File: config.mk
export PLATFORM = sky130hd
export DESIGN_NAME = tile_pattern_color_encoder_top
export DESIGN_NICKNAME = d
export VERILOG_FILES = /design/src/sv/tpce_pkg.sv /design/src/sv/tpce_cell.sv /design/src/sv/tpce_writer.sv /design/src/sv/tile_pattern_color_encoder_top.sv
export VERILOG_INCLUDE_DIRS = /design/src /design/src/sv
export SDC_FILE = /design/constraint.sdc
export NUM_CORES = 1
export LEC_CHECK = 0
export BUFFER_PORTS_ARGS = -buffer_cell sky130_fd_sc_hd__buf_2
export CORE_UTILIZATION = 40
export CTS_CLUSTER_SIZE = 16
export DETAILED_ROUTE_END_ITERATION = 10
export HOLD_SLACK_MARGIN = 0.08
export PLACE_DENSITY = 0.59
export SYNTH_ARGS = -nofsm -noshare
export SYNTH_HDL_FRONTEND = slang
export SYNTH_SLANG_ARGS = --single-unit
File: constraint.sdc
create_clock -name aclk -period 5.47 [get_ports aclk]
set_clock_uncertainty 0.05 [all_clocks]
set_input_delay 0.547 -clock aclk [delete_from_list [all_inputs] [get_ports aclk]]
set_output_delay 0.547 -clock aclk [all_outputs]
set_load 0.05 [all_outputs]
File: src/sv/tile_pattern_color_encoder_top_macros.svh
// Assertion macros for the tile pattern/color encoder.
// Used by the top level only; empty when SYNTHESIS is defined.
`ifndef TILE_PATTERN_COLOR_ENCODER_TOP_MACROS_SVH
`define TILE_PATTERN_COLOR_ENCODER_TOP_MACROS_SVH
`ifndef SYNTHESIS
`define TPCE_ASSERT_IMPL(lbl, clk, rst_n, prop) \
    lbl: assert property (@(posedge clk) disable iff (!rst_n) prop) \
    else $error("assertion failed");
`define TPCE_ASSERT_NEXT(lbl, clk, rst_n, ante, cons) \
    lbl: assert property (@(posedge clk) disable iff (!rst_n) (ante) |=> (cons)) \
    else $error("assertion failed");
`else
`define TPCE_ASSERT_IMPL(lbl, clk, rst_n, prop)
`define TPCE_ASSERT_NEXT(lbl, clk, rst_n, ante, cons)
`endif
`endif

File: src/sv/tpce_pkg.sv
// Shared types and constants for the tile pattern/color encoder.
// No dependencies.
`default_nettype none
package tpce_pkg;

    localparam int CELLS = 7;

    localparam logic [13:0] NAME_BASE      = 14'h1800;
    localparam logic [13:0] PAT_TABLE_BASE = 14'h0000;
    localparam logic [13:0] CLR_TABLE_BASE = 14'h2000;
    localparam logic [13:0] THIRD_STRIDE   = 14'h0800;
    localparam logic [7:0]  FRAME_ROWS     = 8'd192;
    localparam logic [3:0]  NIBBLE_MASK    = 4'h0F;

    typedef struct packed {
        logic [3:0] color_index;
        logic       frame_start;
    } pixel_t;

    typedef struct packed {
        logic [13:0] vram_address;
        logic [7:0]  vram_data;
        logic        last_write;
    } vram_write_t;

    typedef enum logic [1:0] {
        STEP_NAME,
        STEP_PATTERN,
        STEP_COLOR
    } step_t;

    // One finished run of eight pixels, waiting to be written out.
    typedef struct packed {
        logic [4:0] tx;
        logic [4:0] ty;
        logic [2:0] ry;
        logic [7:0] pattern;
        logic [3:0] fg;
        logic [3:0] bg;
    } job_t;

    typedef struct packed {
        logic slot_free;
        logic busy;
    } writer_status_t;

endpackage
`default_nettype wire

File: src/sv/tpce_cell.sv
// One cell of the run shift chain: holds one color index and compares it
// against the run maximum. Depends on nothing.
`default_nettype none
module tpce_cell (
    input  wire logic       aclk,
    input  wire logic       shift_en,
    input  wire logic [3:0] idx_in,
    input  wire logic [3:0] max_cmp,
    output logic      [3:0] idx_out,
    output logic            match
);

    logic [3:0] idx_reg;

    always_ff @(posedge aclk) begin
        if (shift_en) begin
            idx_reg <= idx_in;
        end
    end

    assign idx_out = idx_reg;
    assign match   = (idx_reg == max_cmp);

endmodule
`default_nettype wire

File: src/sv/tpce_writer.sv
// Job register and write sequencer: turns one finished run into two or
// three video memory writes. Depends on tpce_pkg.
`default_nettype none
module tpce_writer (
    input  wire logic                    aclk,
    input  wire logic                    aresetn,
    input  wire logic                    load,
    input  wire tpce_pkg::job_t          job_in,
    output tpce_pkg::writer_status_t     status,
    output logic                         m_valid,
    input  wire logic                    m_ready,
    output tpce_pkg::vram_write_t        m_data
);

    tpce_pkg::job_t  job_reg;
    tpce_pkg::step_t step_reg;
    logic            valid_reg;
    logic            finish;
    logic [7:0]      name_idx;
    logic [13:0]     third_off;
    logic [13:0]     tile_off;

    assign finish           = valid_reg && m_ready && (step_reg == tpce_pkg::STEP_COLOR);
    assign status.slot_free = !valid_reg || finish;
    assign status.busy      = valid_reg;

    always_ff @(posedge aclk) begin
        if (!aresetn) begin
            valid_reg <= 1'b0;
            step_reg  <= tpce_pkg::STEP_NAME;
        end else if (load) begin
            valid_reg <= 1'b1;
            job_reg   <= job_in;
            step_reg  <= (job_in.ry == 3'd0) ? tpce_pkg::STEP_NAME : tpce_pkg::STEP_PATTERN;
        end else if (valid_reg && m_ready) begin
            unique case (step_reg)
                tpce_pkg::STEP_NAME:    step_reg  <= tpce_pkg::STEP_PATTERN;
                tpce_pkg::STEP_PATTERN: step_reg  <= tpce_pkg::STEP_COLOR;
                tpce_pkg::STEP_COLOR:   valid_reg <= 1'b0;
                default:                valid_reg <= 1'b0;
            endcase
        end
    end

    assign name_idx  = {job_reg.ty[2:0], job_reg.tx};
    // Thirds of the screen are 2 KiB apart; ty never exceeds 23
    assign third_off = tpce_pkg::THIRD_STRIDE * {12'd0, job_reg.ty[4:3]};
    assign tile_off  = {3'd0, name_idx, job_reg.ry};

    always_comb begin
        m_data.last_write = 1'b0;
        unique case (step_reg)
            tpce_pkg::STEP_NAME: begin
                m_data.vram_address = tpce_pkg::NAME_BASE
                                    + {4'd0, job_reg.ty, job_reg.tx};
                m_data.vram_data    = name_idx;
            end
            tpce_pkg::STEP_PATTERN: begin
                m_data.vram_address = tpce_pkg::PAT_TABLE_BASE + third_off + tile_off;
                m_data.vram_data    = job_reg.pattern;
            end
            default: begin
                m_data.vram_address = tpce_pkg::CLR_TABLE_BASE + third_off + tile_off;
                m_data.vram_data    = {job_reg.fg, job_reg.bg};
                m_data.last_write   = 1'b1;
            end
        endcase
    end

    assign m_valid = valid_reg;

endmodule
`default_nettype wire

File: src/sv/tile_pattern_color_encoder_top.sv
// Tile pattern/color encoder, top level.
// Depends on tpce_pkg, tpce_cell, tpce_writer and the assertion macro header.
//
// Takes color indices in raster order over a 256x192 frame and,
// at the end of every run of eight pixels, emits the name entry (first line
// of a tile only), the pattern byte and the color byte, the last flagged by
// last_write. Pixels are accepted one per clock while s_ready is high; the
// run sits in a chain of seven index cells plus the incoming pixel. A
// finished run is held in a single job register and drained one write per
// cycle while m_ready is high; the input never stalls while the output
// keeps up. The input stalls only on a run-ending pixel while the previous
// job is still draining. The first write is presented in the cycle after
// the eighth pixel is accepted. No clearing pass after reset.
`default_nettype none
`include "tile_pattern_color_encoder_top_macros.svh"
module tile_pattern_color_encoder_top (
    input  wire logic                  aclk,
    input  wire logic                  aresetn,
    input  wire logic                  s_valid,
    output logic                       s_ready,
    input  wire tpce_pkg::pixel_t      s_data,
    output logic                       m_valid,
    input  wire logic                  m_ready,
    output tpce_pkg::vram_write_t      m_data
);

    localparam int N = tpce_pkg::CELLS;

    logic [7:0] column_reg, column_next;
    logic [7:0] row_reg, row_next;
    logic [3:0] run_min_reg, run_min_next;
    logic [3:0] run_max_reg, run_max_next;

    logic [7:0] column_eff, row_eff;
    logic [3:0] min_eff, max_eff, min_new, max_new, idx;
    logic       ends_run, accept, load;

    logic [3:0] chain [N+1];
    logic [N-1:0] match;

    tpce_pkg::job_t           job;
    tpce_pkg::writer_status_t wstat;

    assign idx        = s_data.color_index;
    assign column_eff = s_data.frame_start ? 8'd0 : column_reg;
    assign row_eff    = s_data.frame_start ? 8'd0 : row_reg;
    assign min_eff    = s_data.frame_start ? 4'd15 : run_min_reg;
    assign max_eff    = s_data.frame_start ? 4'd0 : run_max_reg;
    assign min_new    = (idx < min_eff) ? idx : min_eff;
    assign max_new    = (idx > max_eff) ? idx : max_eff;
    assign ends_run   = (column_eff[2:0] == 3'd7);

    assign s_ready = !ends_run || wstat.slot_free;
    assign accept  = s_valid && s_ready;
    assign load    = accept && ends_run;

    // Shift chain: chain[0] is the incoming pixel; cell 0 holds the newest stored one
    assign chain[0] = idx;
    for (genvar g = 0; g < N; g++) begin : g_cells
        tpce_cell u_cell (
            .aclk     (aclk),
            .shift_en (accept),
            .idx_in   (chain[g]),
            .max_cmp  (max_new),
            .idx_out  (chain[g+1]),
            .match    (match[g])
        );
    end

    assign job.tx      = column_eff[7:3];
    assign job.ty      = row_eff[7:3];
    assign job.ry      = row_eff[2:0];
    // Leftmost pixel sits in the last cell and lands in the MSB
    assign job.pattern = {match, (idx == max_new)};
    assign job.fg      = (max_new + 4'd1) & tpce_pkg::NIBBLE_MASK;
    assign job.bg      = (min_new + 4'd1) & tpce_pkg::NIBBLE_MASK;

    always_comb begin
        column_next  = column_eff + 8'd1;
        row_next     = row_eff;
        if (column_next == 8'd0) begin
            row_next = (row_eff + 8'd1 >= tpce_pkg::FRAME_ROWS) ? 8'd0 : row_eff + 8'd1;
        end
        run_min_next = ends_run ? 4'd15 : min_new;
        run_max_next = ends_run ? 4'd0 : max_new;
    end

    always_ff @(posedge aclk) begin
        if (!aresetn) begin
            column_reg  <= 8'd0;
            row_reg     <= 8'd0;
            run_min_reg <= 4'd15;
            run_max_reg <= 4'd0;
        end else if (accept) begin
            column_reg  <= column_next;
            row_reg     <= row_next;
            run_min_reg <= run_min_next;
            run_max_reg <= run_max_next;
        end
    end

    tpce_writer u_writer (
        .aclk    (aclk),
        .aresetn (aresetn),
        .load    (load),
        .job_in  (job),
        .status  (wstat),
        .m_valid (m_valid),
        .m_ready (m_ready),
        .m_data  (m_data)
    );

    `TPCE_ASSERT_IMPL(a_last_in_color, aclk, aresetn,
        (m_valid && m_data.last_write) |-> m_data.vram_address[13])
    `TPCE_ASSERT_IMPL(a_nonlast_below_color, aclk, aresetn,
        (m_valid && !m_data.last_write) |-> !m_data.vram_address[13])
    `TPCE_ASSERT_NEXT(a_run_end_loads, aclk, aresetn, load, m_valid && wstat.busy)
    `TPCE_ASSERT_IMPL(a_name_data, aclk, aresetn,
        (m_valid && m_data.vram_address[13:11] == 3'b011)
        |-> (m_data.vram_data == m_data.vram_address[7:0]))

endmodule
`default_nettype wire
==> results.json, run 1 <==
{
  "avgSynthCellArea_sq_um": 10.6,
  "via_count": 3067,
  "synth_cell_type_count": 53,
  "worstHoldEndpoint": "run_max_reg[0]",
  "min_period_over_period_pct": 63.1,
  "clock_latency_ns": 0.36,
  "syn-num-nets": 437,
  "maxClockFrequency_mhz": 290,
  "arrival_ns": 3.43,
  "synth_warnings": 0,
  "largest_reg_flops": 29,
  "clk_path_buf_depth": 2,
  "syn_inst": 416,
  "die_area_sq_um": 11400,
  "critPathRequiredTime_ns": 5.45,
  "tns_ns": 0,
  "timing.rr.end": "u_writer.job_reg[18]",
  "drt-initial-drc-count": 148,
  "final_nets": 460,
  "ir_worst_vdd_uv": 116,
  "wl_per_cell_um": 15.8,
  "finalWirelength_mm": 9.14,
  "die_height_um": 107,
  "powerDensity_nw_per_um2": 267,
  "dpl_cell_area_sq_um": 4650,
  "cts_hold_buf": 0,
  "layout-drive-gt1-share_pct": 15.8,
  "final_cell_count_no_fill": 580,
  "rsz0062_at_grt": "no",
  "fin_area_sq_um": 4860,
  "hold_path.startpoint": "run_max_reg[0]",
  "setup_violations": 0,
  "clk_pin_slew_worst_paths_ns": 0.09,
  "coreArea_sq_um": 10500,
  "overflow": 0,
  "grt_max_degree": 41,
  "r2r_start": "column_reg[0]",
  "antenna_found_initial": 0,
  "worst_pin_slew_ns": 0.863,
  "endpoint_kind": "register",
  "grt_usage_pct": 17.4,
  "syn_to_final_growth_pct": 10.4,
  "clkSinkCount": 84,
  "ys_ff_latch": 84,
  "syn_area_sq_um": 4400,
  "mostFrequentLayoutCells": "edfxtp_1, nand2_1, xnor2_1",
  "worstHoldPathCells": 2,
  "async_flop_share_pct": 0,
  "post_cts_buffers": 0,
  "htreeDepth": 3,
  "die_x_um": 107,
  "period_minus_slack_ns": 3.45,
  "synth_edf_count": 57,
  "min_path_type": "register to register",
  "layout_commonest_cell": "edfxtp_1",
  "cts-resized-gates": 0,
  "floorplan.rows": 37,
  "initial_core_util_pct": 41.9,
  "r2r_setup_slack_ns": 2.20,
  "antenna_left": 0,
  "post-place-cells": 564,
  "clockRootBuffer": "clkbuf_8",
  "dr.pass1.iters": 4,
  "cts-buffers-inserted": 9,
  "slew_violations": 0,
  "seq_area_frac_synth_pct": 51.2,
  "max-cap-violations": 0,
  "cp-start-kind": "input port",
  "post-dp-hpwl_mm": 6.46,
  "critical_path_class": "input port to register",
  "avgViaCountPerCell": 5.29,
  "synth-main-ff-cell": "edfxtp_1",
  "cts_tree": "yes",
  "grt_pass1_wl_mm": 15.2,
  "reg2reg_depth": 8,
  "cp_max_fo": 40,
  "status": "finished, final reports clean",
  "portBuffers": 33,
  "p_leak_nw": 1.65,
  "hold_viol_final": 0,
  "slew_headroom_pct": 42.5,
  "io-pin-count": 34,
  "antennaDiodeCount": 0,
  "drc": 0,
  "gp_congestion": 0.837,
  "grt_pass1_vias": 3013
}
area by class of cell:
| type | instances | area, sq um |
|---|---|---|
| clock buffers | 9 | 124 |
| clock inverters | 7 | 81.3 |
| fillers | 995 | 5650 |
| inverters | 13 | 48.8 |
| multi-input cells | 295 | 2000 |
| flip-flops and latches | 84 | 2250 |
| well taps | 136 | 170 |
| repair buffers | 36 | 188 |
worst max-delay path, stage by stage:
cell and delay, ns:
buf_2 0.50, nor2b_1 0.11, ha_1 0.28, ha_1 0.26
and2_1 0.19, a21o_1 0.46, inv_1 0.50, and3_1 0.22
buf_4 0.34
cells in the mapped netlist (4+ instances only):
| cell | instances | area share [%] |
|---|---|---|
| a21boi_0 | 10 | 1.7 |
| dfxtp_1 | 27 | 12 |
| xnor2_1 | 37 | 7.4 |
| and2_1 | 4 | 0.57 |
| nand2b_1 | 5 | 0.71 |
| nor4_1 | 9 | 1.3 |
| nand3_1 | 9 | 1.0 |
| or4_1 | 4 | 0.68 |
| inv_1 | 13 | 1.1 |
| a21oi_1 | 12 | 1.4 |
| mux2i_1 | 9 | 2.0 |
| edfxtp_1 | 57 | 39 |
| nand2_1 | 47 | 4.0 |
| and3_1 | 6 | 0.85 |
| clkbuf_1 | 20 | 1.7 |
| o21ai_0 | 24 | 2.7 |
| mux2_2 | 14 | 3.6 |
| nor2_1 | 18 | 1.5 |
| ha_1 | 12 | 3.4 |
| a31oi_1 | 7 | 0.99 |
| nor2b_1 | 19 | 2.7 |
per-layer routing:
metal,vias to the layer above,part of all wire (%),track usage [%]
met2,64,45,27.3
met3,15,4.1,2.67
met5,-,0,0
met1,1454,49,23.9
li1,1534,-,-
met4,0,2.0,7.05
where the power goes:
part	switching, mW	internal [mW]	leakage (nW)
clock	0.242	0.219	0.107
sequential	0.0117	0.699	0.739
combinational	0.0724	0.0528	0.806
metrics by stage:
step	worst slack (ns)	hold WS, ns	util, %	power, mW
final	2.02	0.415	46.2	1.30
after global routing	1.66	0.433	46.2	1.35
after CTS	2.03	0.413	46.2	1.31
after detailed placement	1.65	0.402	44.3	0.852
after global placement	1.74	0.396	44.3	0.848
after floorplan	0.736	0.386	-	0.820
worst max-delay path by stage:
stage                   start                   end  cells past startpoint
floorplan           s_data[0]   u_writer.job_reg[0]                     12
global placement    s_data[0]  u_writer.job_reg[23]                      9
detailed placement  s_data[0]  u_writer.job_reg[19]                      9
CTS                 s_data[0]  u_writer.job_reg[18]                      9
global route        s_data[0]   u_writer.job_reg[0]                      9
finish              s_data[0]  u_writer.job_reg[18]                      9
cell families after synthesis:
kind of cell / Yosys count / synth area share (%)
and+or+nand+nor: 142 / 16.9
DFF: 84 / 51.2
AOI/OAI and AO/OA: 77 / 11.1
xor gates and xnor gates: 40 / 7.96
buffers and inverters: 37 / 3.50
muxes: 24 / 5.97
adders and majority gates: 12 / 3.41
Power figures use the tool's default switching activity.
==> run 2, diff against run 1 <==
- ABC_AREA: unset -> 1
- clock period: 5.47 -> 3.4 ns (I/O delays scaled with it)
==> run 2 against run 1 <==
  * Register-to-register slack worse by 1.4 ns
  * First-iteration DRC count rose by 59%
  * Synthesized cell count rose by 42%
  * Die area increased by 5.9%
  * Global-route usage increased by 1.5 points
  * Wire length is 17% higher
  * Combinational power rose by 120%
  * Cell area increased by 8.4%
  * Critical endpoint is now m_data[18]
  * Sequential cell count is the same
  * Sequential power increased by 65%
  * Critical path type is now register to primary output
  * Via count rose by 25%
  * Largest cell class unchanged
==> results.json, run 2 <==
{
  "ir_worst_vdd_uv": 250,
  "cts_tree": "yes",
  "synth-compound-area-share_pct": 6.28,
  "antennaDiodeCount": 0,
  "synthXorXnorAreaFrac_pct": 1.31,
  "syn-num-nets": 612,
  "htreeDepth": 3,
  "crit_chain": "nor2_1 -> inv_1 -> o21ai_0 -> buf_2",
  "clkSinkCount": 84,
  "synthSimpleGateAreaFrac_pct": 32.4,
  "antenna_found_initial": 0,
  "critPathTopFamily": "buffers and inverters",
  "die_x_um": 110,
  "overflow": 0,
  "setup_violations": 0,
  "antenna_left": 0,
  "final_nets": 642,
  "max-cap-violations": 0,
  "seq_area_frac_synth_pct": 48.3,
  "post_cts_buffers": 0,
  "drt-initial-drc-count": 236,
  "largest_reg_flops": 29,
  "powerDensity_nw_per_um2": 459,
  "gp_congestion": 0.879,
  "die_height_um": 110,
  "slew_violations": 0,
  "worst_pin_slew_ns": 0.641,
  "tns_ns": 0,
  "dr.pass1.iters": 5,
  "clk_pin_slew_worst_paths_ns": 0.06,
  "clock_latency_ns": 0.34,
  "layout-drive-gt1-share_pct": 13.6,
  "final_cell_count_no_fill": 769,
  "synthTopCellsByCount": "nand2_1, inv_1, edfxtp_1",
  "arrival_ns": 2.25,
  "maxClockFrequency_mhz": 379,
  "max_stage_delay_ns": 0.58,
  "coreArea_sq_um": 11400,
  "finalWirelength_mm": 10.6,
  "synth_fa_ha_area_share_pct": 3.22,
  "post-place-cells": 753,
  "syn_area_sq_um": 4660,
  "synth_top_area_share_pct": 36.7,
  "cts_hold_buf": 0,
  "cts-resized-gates": 0,
  "mostFrequentLayoutCells": "nand2_1, inv_1, edfxtp_1",
  "critical_path_class": "register to primary output",
  "syn_to_final_growth_pct": 12.9,
  "cp_max_fo": 13,
  "min_period_over_period_pct": 77.6,
  "period_minus_slack_ns": 2.64,
  "die_area_sq_um": 12100,
  "via_count": 3831,
  "drc": 0,
  "avgSynthCellArea_sq_um": 7.89,
  "seq_area_sq_um": 2250,
  "cp-start-kind": "register",
  "rsz0062_at_grt": "no",
  "clk_path_buf_depth": 2,
  "clockRootBuffer": "clkbuf_16",
  "avgViaCountPerCell": 4.98,
  "ys_ff_latch": 84,
  "portBuffers": 33,
  "r2r_setup_slack_ns": 0.80,
  "synth_edf_count": 57,
  "synth_top_family_by_area": "simple AND/OR/NAND/NOR gates",
  "yosys-top-cells-area": "edfxtp_1, nand2_1, dfxtp_1",
  "endpoint_kind": "primary output",
  "wl_per_cell_um": 13.8,
  "syn_inst": 591,
  "synth.largest_area_cell": "edfxtp_1",
  "grt_usage_pct": 18.9,
  "p_leak_nw": 2.36,
  "synth_cell_type_count": 35,
  "async_flop_share_pct": 0,
  "slew_headroom_pct": 57.1,
  "post-dp-hpwl_mm": 7.95,
  "multi_input_area_sq_um": 2020,
  "synthMuxAreaShare_pct": 0,
  "grt_pass1_wl_mm": 17.1,
  "synth-main-ff-cell": "edfxtp_1",
  "floorplan.rows": 39,
  "grt_pass1_vias": 3407,
  "path_buf_inv": 2,
  "crit_slowest_cell": "nor2_1",
  "io-pin-count": 34,
  "initial_core_util_pct": 41.0,
  "grt_max_degree": 48,
  "fill_cells": 1105,
  "synth_warnings": 0,
  "cts-buffers-inserted": 9,
  "critPathRequiredTime_ns": 3.01,
  "status": "finished, final reports clean",
  "min_path_type": "input port to register",
  "layout_commonest_cell": "nand2_1",
  "hold_viol_final": 0,
  "yosys.cell_count.top_type": "nand2_1"
}
-- run 2: final cells by class --
type	count	area share (%)
flip-flops and latches	84	42.8
multi-input cells	413	38.4
inverters	74	5.32
clock buffers	11	4.61
repair buffers	39	4.47
well taps	143	3.40
clock inverters	5	0.998
-- run 2: routing by layer --
layer	routed length (um)	up-vias	GRT usage, %
met4	183	0	7.81
met5	0	-	0
met3	454	11	1.94
met1	5190	1762	26.7
met2	4820	89	29.6
li1	-	1969	-
-- run 2: metrics by stage --
stage | area, sq um | util (%) | total power, mW | hold WS (ns) | worst slack (ns)
CTS | 5270 | 46.3 | 2.43 | 0.164 | 0.740
floorplan | 4670 | - | 1.39 | 0.389 | 0.275
global placement | 4970 | 43.7 | 1.46 | 0.402 | 0.583
finish | 5270 | 46.3 | 2.42 | 0.165 | 0.762
global route | 5270 | 46.3 | 2.50 | 0.172 | 0.489
detailed placement | 4970 | 43.7 | 1.46 | 0.408 | 0.506
-- run 2: power by group --
part	internal, mW	total, mW	switching [mW]
Sequential	1.14	1.17	0.0277
Combinational	0.0885	0.276	0.188
Clock	0.585	0.973	0.388
-- run 2: path summary, 6_finish.rpt --
path | start | endpoint | depth (start not counted)
setup / recovery | u_writer.step_reg[1] | m_data[18] | 4
hold / removal | s_data[1] | g_cells[0].u_cell.idx_out[0] | 1
setup reg to reg | run_max_reg[1] | u_writer.job_reg[12] | 12
hold reg to reg | run_max_reg[0] | run_max_reg[0] | 2
-- run 2: cells by family (layout without fill, tap and decap cells) --
| group | Yosys count | in the layout |
|---|---|---|
| fa+ha+maj | 12 | 12 |
| buf+inv | 94 | 129 |
| compound gates | 53 | 53 |
| simple gates | 341 | 341 |
| flops | 84 | 84 |
| xor+xnor | 7 | 7 |
==> run 3, diff against run 2 <==
- clock period: 3.4 -> 2.6 ns (I/O delays scaled with it)
==> run 3 against run 2 <==
  * Global-route usage shrank 0.13 points
  * Cell count grew 1.3%
  * Non-clock buffer count grew 10
  * Clock power grew 32%
  * Sequential share of layout area shrank 0.87 points
  * Register-to-register slack lost 0.61 ns
  * Clock-buffer cell count grew 1
  * First-iteration DRC count grew 14%
  * Sequential power grew 30%
  * Via count grew 1.7%
  * Critical path type is now register to register
==> results.json, run 3 (synthesis gave the netlist of run 2 again) <==
{
  "status": "finished, final reports clean",
  "grt_pass1_vias": 3639,
  "cpMostUsedCell": "nand2_1",
  "grt_usage_pct": 18.8,
  "worst_pin_slew_ns": 0.569,
  "critPathRequiredTime_ns": 2.64,
  "min_period_over_period_pct": 92.7,
  "io-pin-count": 34,
  "critical_path_class": "register to register",
  "htreeDepth": 3,
  "total_power_mw": 3.18,
  "antenna_found_initial": 0,
  "period_minus_slack_ns": 2.41,
  "syn_to_final_growth_pct": 15.2,
  "die_area_sq_um": 12100,
  "slew_violations": 0,
  "drt-initial-drc-count": 268,
  "finalWirelength_mm": 10.6,
  "layout-drive-gt1-share_pct": 15.9,
  "endpoint_kind": "register",
  "clock_latency_ns": 0.33,
  "final_nets": 652,
  "max_stage_delay_ns": 0.39,
  "clkSinkCount": 84,
  "clockRootBuffer": "clkbuf_16",
  "ir_worst_vdd_uv": 344,
  "hold_viol_final": 0,
  "p_leak_nw": 2.40,
  "cts_hold_buf": 0,
  "gp_congestion": 0.865,
  "tns_ns": 0,
  "min_path_type": "input port to register",
  "fin_util_pct": 47.3,
  "clk_path_buf_depth": 2,
  "max-cap-violations": 0,
  "drc": 0,
  "powerDensity_nw_per_um2": 591,
  "setup_violations": 0,
  "grt_max_degree": 33,
  "crit_chain": "nand2_1 -> ha_1 -> a21oi_1 -> o21ai_1 -> nand2_1 -> nand2_1 -> o21ai_2 -> clkinv_1 -> nand2_1 -> nand2_1 -> nand2_1 -> nor2_1",
  "via_count": 3898,
  "hold_path.startpoint": "s_data[1]",
  "arrival_ns": 2.45,
  "cp_max_fo": 11,
  "worstHoldEndpoint": "g_cells[0].u_cell.idx_out[0]",
  "crit_slowest_cell": "dfxtp_1",
  "mostFrequentLayoutCells": "nand2_1, inv_1, edfxtp_1",
  "portBuffers": 33,
  "reg2reg_depth": 12,
  "cp-start-kind": "register",
  "timing.rr.end": "u_writer.job_reg[11]",
  "largest_reg_flops": 29,
  "worstHoldPathCells": 1,
  "slew_headroom_pct": 62.0,
  "cts-buffers-inserted": 9,
  "wl_per_cell_um": 13.6,
  "antenna_left": 0,
  "post-dp-hpwl_mm": 7.95,
  "maxClockFrequency_mhz": 415,
  "cts_tree": "yes",
  "layout_commonest_cell": "nand2_1",
  "r2r_start": "run_max_reg[1]",
  "grt_pass1_wl_mm": 17.5,
  "clk_pin_slew_worst_paths_ns": 0.06,
  "initial_core_util_pct": 41.0,
  "final_cell_count_no_fill": 779,
  "avgViaCountPerCell": 5.00,
  "r2r_setup_slack_ns": 0.19,
  "die_height_um": 110,
  "antennaDiodeCount": 0,
  "die_x_um": 110,
  "post_cts_buffers": 0,
  "post-place-cells": 763,
  "overflow": 0,
  "rsz0062_at_grt": "no",
  "floorplan.rows": 39,
  "coreArea_sq_um": 11400,
  "dr.pass1.iters": 7
}
==> run 3: where the power goes <==
part           switching, mW  total [mW]  internal, mW
sequential            0.0361        1.52          1.49
combinational          0.247       0.372         0.126
clock                  0.512        1.28         0.770
==> run 3: worst max-delay path, delay by kind of cell (launching register included) <==
family,cells,cell delay [ns]
AND/OR/NAND/NOR,7,0.83
buffers and inverters,1,0.27
adder cells (fa/ha/maj),1,0.30
AO/OA/AOI/OAI,3,0.32
flip-flops,1,0.39
==> run 3: worst max-delay path by stage <==
stage	start	endpoint	slack (ns)	cells past startpoint
2_1_floorplan	s_data[0]	u_writer.job_reg[0]	-0.23	12
3_3_place_gp	s_data[0]	u_writer.job_reg[7]	0.16	12
3_5_place_dp	s_data[0]	u_writer.job_reg[7]	0.09	12
4_1_cts	run_max_reg[1]	u_writer.job_reg[11]	0.20	12
5_1_grt	run_max_reg[1]	u_writer.job_reg[15]	0.02	13
6_report	run_max_reg[1]	u_writer.job_reg[11]	0.19	12
==> run 3: layer usage <==
| layer | wire length [um] | vias up | GRT usage [%] |
|---|---|---|---|
| met5 | 0 | - | 0 |
| met4 | 105 | 0 | 6.00 |
| met3 | 498 | 8 | 2.82 |
| met2 | 4890 | 91 | 30.3 |
| met1 | 5080 | 1807 | 25.9 |
| li1 | - | 1992 | - |
==> run 3: repair_timing <==
| action | 4_1_cts | 5_1_grt |
|---|---|---|
| setup endpoints to repair | 0 | 1 |
| endpoints found under the hold margin | 0 | 0 |
| resized for setup | 0 | 1 |
==> run 3: layout make-up <==
type / instances / area (sq um)
Multi-Input combinational cell: 413 / 2060
Sequential cell: 84 / 2250
Clock buffer: 12 / 246
Tap cell: 143 / 179
Inverter: 74 / 280
Fill cell: 1114 / 5990
Clock inverter: 4 / 50.0
Timing Repair Buffer: 49 / 310
==> run 3: metrics by stage <==
stage / hold slack (ns) / setup WS [ns] / instance area [sq um]
floorplan: 0.309 / -0.233 / 4720
global placement: 0.410 / 0.155 / 5080
detailed placement: 0.408 / 0.0918 / 5080
CTS: 0.0861 / 0.198 / 5370
global route: 0.0883 / 0.0224 / 5380
finish: 0.0901 / 0.189 / 5380
